===== config.mk =====
export PLATFORM = sky130hd
export DESIGN_NAME = ogdi_ram
export DESIGN_NICKNAME = d
export VERILOG_FILES = /design/src/hw/rtl/ogdi_ram.sv
export SDC_FILE = /design/constraint.sdc
export NUM_CORES = 2
export LEC_CHECK = 0
export BUFFER_PORTS_ARGS = -buffer_cell sky130_fd_sc_hd__buf_2
export CORE_AREA = 3 3 425 427
export DETAILED_ROUTE_END_ITERATION = 16
export DIE_AREA = 0 0 428 430
export PLACE_DENSITY = 0.65
export SLEW_MARGIN = 20
export SYNTH_ARGS = -nofsm -noshare
export SYNTH_HDL_FRONTEND = slang
export SYNTH_SLANG_ARGS = --single-unit
export TNS_END_PERCENT = 30

===== constraint.sdc =====
create_clock -name clock -period 2.9 [get_ports clock]
set_clock_uncertainty 0.15 [all_clocks]
set_input_delay 0.145 -clock clock [delete_from_list [all_inputs] [get_ports clock]]
set_output_delay 0.145 -clock clock [all_outputs]
set_load 0.05 [all_outputs]

===== src/hw/rtl/ogdi_ram.sv =====
`timescale 1ns / 1ps
// ----------------------------------------------------------------------------
// Generic RAM
// One write port and one read port with registered read data.
// ----------------------------------------------------------------------------
module ogdi_ram #(
   parameter int WIDTH = 8,
   parameter int DEPTH = 256
) (
   input  logic                     clock,
   input  logic                     wr_en,
   input  logic [$clog2(DEPTH)-1:0] wr_addr,
   input  logic [WIDTH-1:0]         wr_data,
   input  logic [$clog2(DEPTH)-1:0] rd_addr,
   output logic [WIDTH-1:0]         rd_data
);

   logic [WIDTH-1:0] mem [DEPTH];
   logic [WIDTH-1:0] rd_data_ff;

   always_ff @(posedge clock) begin
      if (wr_en) begin
         mem[wr_addr] <= wr_data;
      end
      rd_data_ff <= mem[rd_addr];
   end

   assign rd_data = rd_data_ff;

endmodule


Word level (Yosys, flattened, before mapping) --
Memory sizes are Yosys's and may differ from the RTL's. A register that Yosys moved wholly into a read port is not among the register bits. Cells that the tools add are included.
Operators by class: mux-type cells 2
Operator list (number):
- $mux W1 | 2
Storage, ports and cells: flip-flop bits (word level) 0, RAM bits 2048, bits of input ports 26, output and inout bits 8, word-level logic and storage cells 3, memories 1
Memory list:
- mem | words 256, bits a word 8, read ports 1, clocked after Yosys merged registers in 1, write ports 1, line 18 | logic [WIDTH-1:0] mem [DEPTH];

Longest topological paths before layout --
depth in word-level cells 2, gate-level depth with buffers 11, gate-level depth less buffers 6

Least setup slack after synthesis --
Ideal clock, no wire load.
path type input -> register, from in rd_addr[0], to reg rd_data_ff[2], in the netlist rd_data[2] (read register of mem), setup time 0.131 ns, arrival 1.952 ns, setup slack 0.667 ns, cell stages on the path 9, buffers on the path 4, cells stage by stage buf_6 -> buf_12 -> buf_8 -> buf_2 -> mux4_2 -> a22oi_1 -> a21oi_1 -> nor4_1 -> nor4_2
RTL lines:
- from (decl) | line 14 | input logic [$clog2(DEPTH)-1:0] rd_addr,
- to (decl) | line 19 | logic [WIDTH-1:0] rd_data_ff;

==> metrics <==
die extent in x about 430 um; H-Tree Level Count 4; peak clock frequency supported by timing roughly 360 MHz; total of max-cap violations 0; vias in the first global route just over 40000; CTS clk-pin slew, worst paths approximately 60 ps; ratio of cells with drive above 1 in the final layout 29.8%; final hold violations 0; Max Slew Vio Count 0; root buffer cell clkbuf_16; number of nets in the final layout between 4000 and 5000; num ports 34; Sum Neg Setup Slack 0 ps; Detailed Routing Iterations Pass 1 6; starting density of the core about 45%; number of flip-flops and latches in the synthesized netlist between 2000 and 2500; total standard cell area after synthesis 79600 sq um; per-instance average area after synthesis 21.3 sq um; global-route wire length before repair between 200000 and 300000 um; static leakage between 0.02 and 0.03 uW; Area Growth Syn to Fin 16.6%; DR WL met3 18700 um; status finished, final reports clean; Final HPWL DP 126000 um; warning count from the yosys run 0; violation count after the first detailed-routing iteration 5015; reported net switching power around 13000 uW; number of clock buffers inserted by TritonCTS 203; total global routing track utilization 21.8%; predominant post-synthesis flop cell edfxtp_1; Port Buf Inserts 33; final RePlAce weighted congestion between 0.8 and 0.9; class of the most critical hold timing path input port to flop; M1 wire length 79400 um; worst-case vdd ir drop 0.668 mV; data arrival time of the critical path around 3300 ps; combinational share of power ~5.4%; Core Util, Final a little over half; Net Count, Synth 3759; Clk Latency, worst-skew pair approximately 840 ps; worst hold slack between 50 and 60 ps; core region area 176000 sq um; Internal Dissipation ~48000 uW; Final ANT Viol Nets 0; routed length on met2 just under 100000 um; required time of the worst setup path 3420 ps; FFs w/ async S/R, synth 0%; ratio of total power to cell area approximately 660 nW/um^2; highest routed layer met4; clock sink total 2056; standard-cell row count about 150; final total power between 60000 and 70000 uW; Total Wirelength roughly 200000 um; number of setup violations in the final report 0; setup fix buffers added after clock tree synthesis 0; leftover overflow at the end of global routing 0; minimum period implied by the final worst setup slack between 2000 and 3000 ps; kind of start point of the critical path flop; number of filler instances in the final layout about 14000; share of the yosys chip area belonging to registers between 70% and 80%; DRC violations left 0; slew margin rel. about a third; wire length per cell after detailed routing slightly below 30 um; final period utilization between 90% and 100%; portion of total power attributed to sequential cells a little over half; top library cells by usage in the layout, fill and taps aside edfxtp_1 (2048), buf_4 (481), mux4_2 (454); area enclosed by the die boundary between 150000 and 200000 sq um; clock share of power approximately two fifths; type of destination of the critical path flop; Crit Path Class flop to flop; cell count after synthesis roughly 3700; RSZ-0062 raised after global routing no; switching part of the total 21.5%; maximum number of pins on one net before global-route repair 140; clock tree from TritonCTS done; number of antenna violations at the first check in global routing 2; Via Count 40600; Die Y-Extent around 430 um; Vias per Instance about 6.0; distinct cell type count after synthesis 55; worst slew pin tran roughly 1000 ps; commonest non-fill, non-tap cell in the layout edfxtp_1; buffer depth of the longest clock path 3; CP Max Fanout 1; EDFF count, synth 2048
-- state kept, by name, summed over array words and instances, names as in the netlist --
| register | cells |
|---|---|
| mem | 2048 |
| rd_data | 8 |
-- stage by stage --
step	instances	setup slack (ps)	cell area, sq um
2_1_floorplan	3733	667	79600
3_3_place_gp	6409	-767	86100
3_5_place_dp	6409	-642	86100
4_1_cts	6807	7.13	92700
5_1_grt	6807	35.8	92800
6_report	6814	93.7	92800
-- metal layers --
layer	vias to the layer above	track usage [%]
met3	305	4.37
li1	16800	-
met1	21600	31.0
met4	0	5.78
met2	1914	34.9
met5	-	0
-- logic make-up after synthesis --
| kind of cell | share of synthesized area, % |
|---|---|
| flip-flops | 77.5 |
| multiplexers | 14.6 |
| AND/OR/NAND/NOR | 2.63 |
| AO/OA/AOI/OAI | 3.42 |
| buffers and inverters | 1.83 |
-- critical path, cell delays in order, from the launching register on --
cell	delay, ps
edfxtp_1	390
mux4_2	460
mux4_2	500
nor2b_1	180
nor4_1	820
nor4_1	150
-- final timing paths --
kind	from	endpoint	slack (ps)	cells past startpoint
worst min-delay path	wr_data[6]	mem[140][6]	50	2
worst max-delay path	mem[85][4]	rd_data[4]	90	5
worst min register to register	mem[40][3]	rd_data[3]	750	6
worst max register to register	mem[85][4]	rd_data[4]	90	5
-- cell type report --
type	instances	area (sq um)	share of cell area [%]
multi-input cells	1442	16500	17.8
well taps	2340	2930	3.16
clock inverters	129	1150	1.24
clock buffers	251	5330	5.75
flip-flops and latches	2056	61700	66.5
inverters	2	7.51	0.00809
repair buffers	587	5190	5.59
diodes	7	17.5	0.0189
-- synthesized netlist by cell type (all sizes together), types with 4 or more instances --
cell | number | share of area, %
edfxtp | 2048 | 77
mux4 | 456 | 13
nor2 | 282 | 1.3
mux2i | 134 | 1.7
a22oi | 133 | 1.3
buf | 122 | 1.3
clkbuf | 111 | 0.52
a21oi | 96 | 0.60
o221ai | 47 | 0.53
nand3 | 34 | 0.21
nand2 | 33 | 0.16
nor2b | 31 | 0.24
o22ai | 28 | 0.22
nor4 | 27 | 0.24
nor3 | 22 | 0.14
a211oi | 16 | 0.15
a221oi | 14 | 0.16
o21ai | 12 | 0.075
nand4 | 10 | 0.079
o211ai | 10 | 0.094
a22o | 8 | 0.088
dfxtp | 8 | 0.20
nand2b | 8 | 0.063
and2 | 6 | 0.047
a2111oi | 5 | 0.066
o22a | 5 | 0.055
o32ai | 5 | 0.064
or2 | 4 | 0.031
-- repair_timing --
item	CTS	global route
hold buffers	18	0
hold endpoints to repair	1845	0
endpoints found under the setup margin	1	2
resized for setup	1	2
-- power groups by stage --
stage	Clock [uW]	Sequential (uW)	Combinational, uW
after detailed placement	0	33400	3310
final	25300	32800	3320
after CTS	25800	32800	3340
after global placement	0	33400	3270
after floorplan	0	33500	1590
after global routing	27000	32800	3500
(Power assumes the default switching activity.)
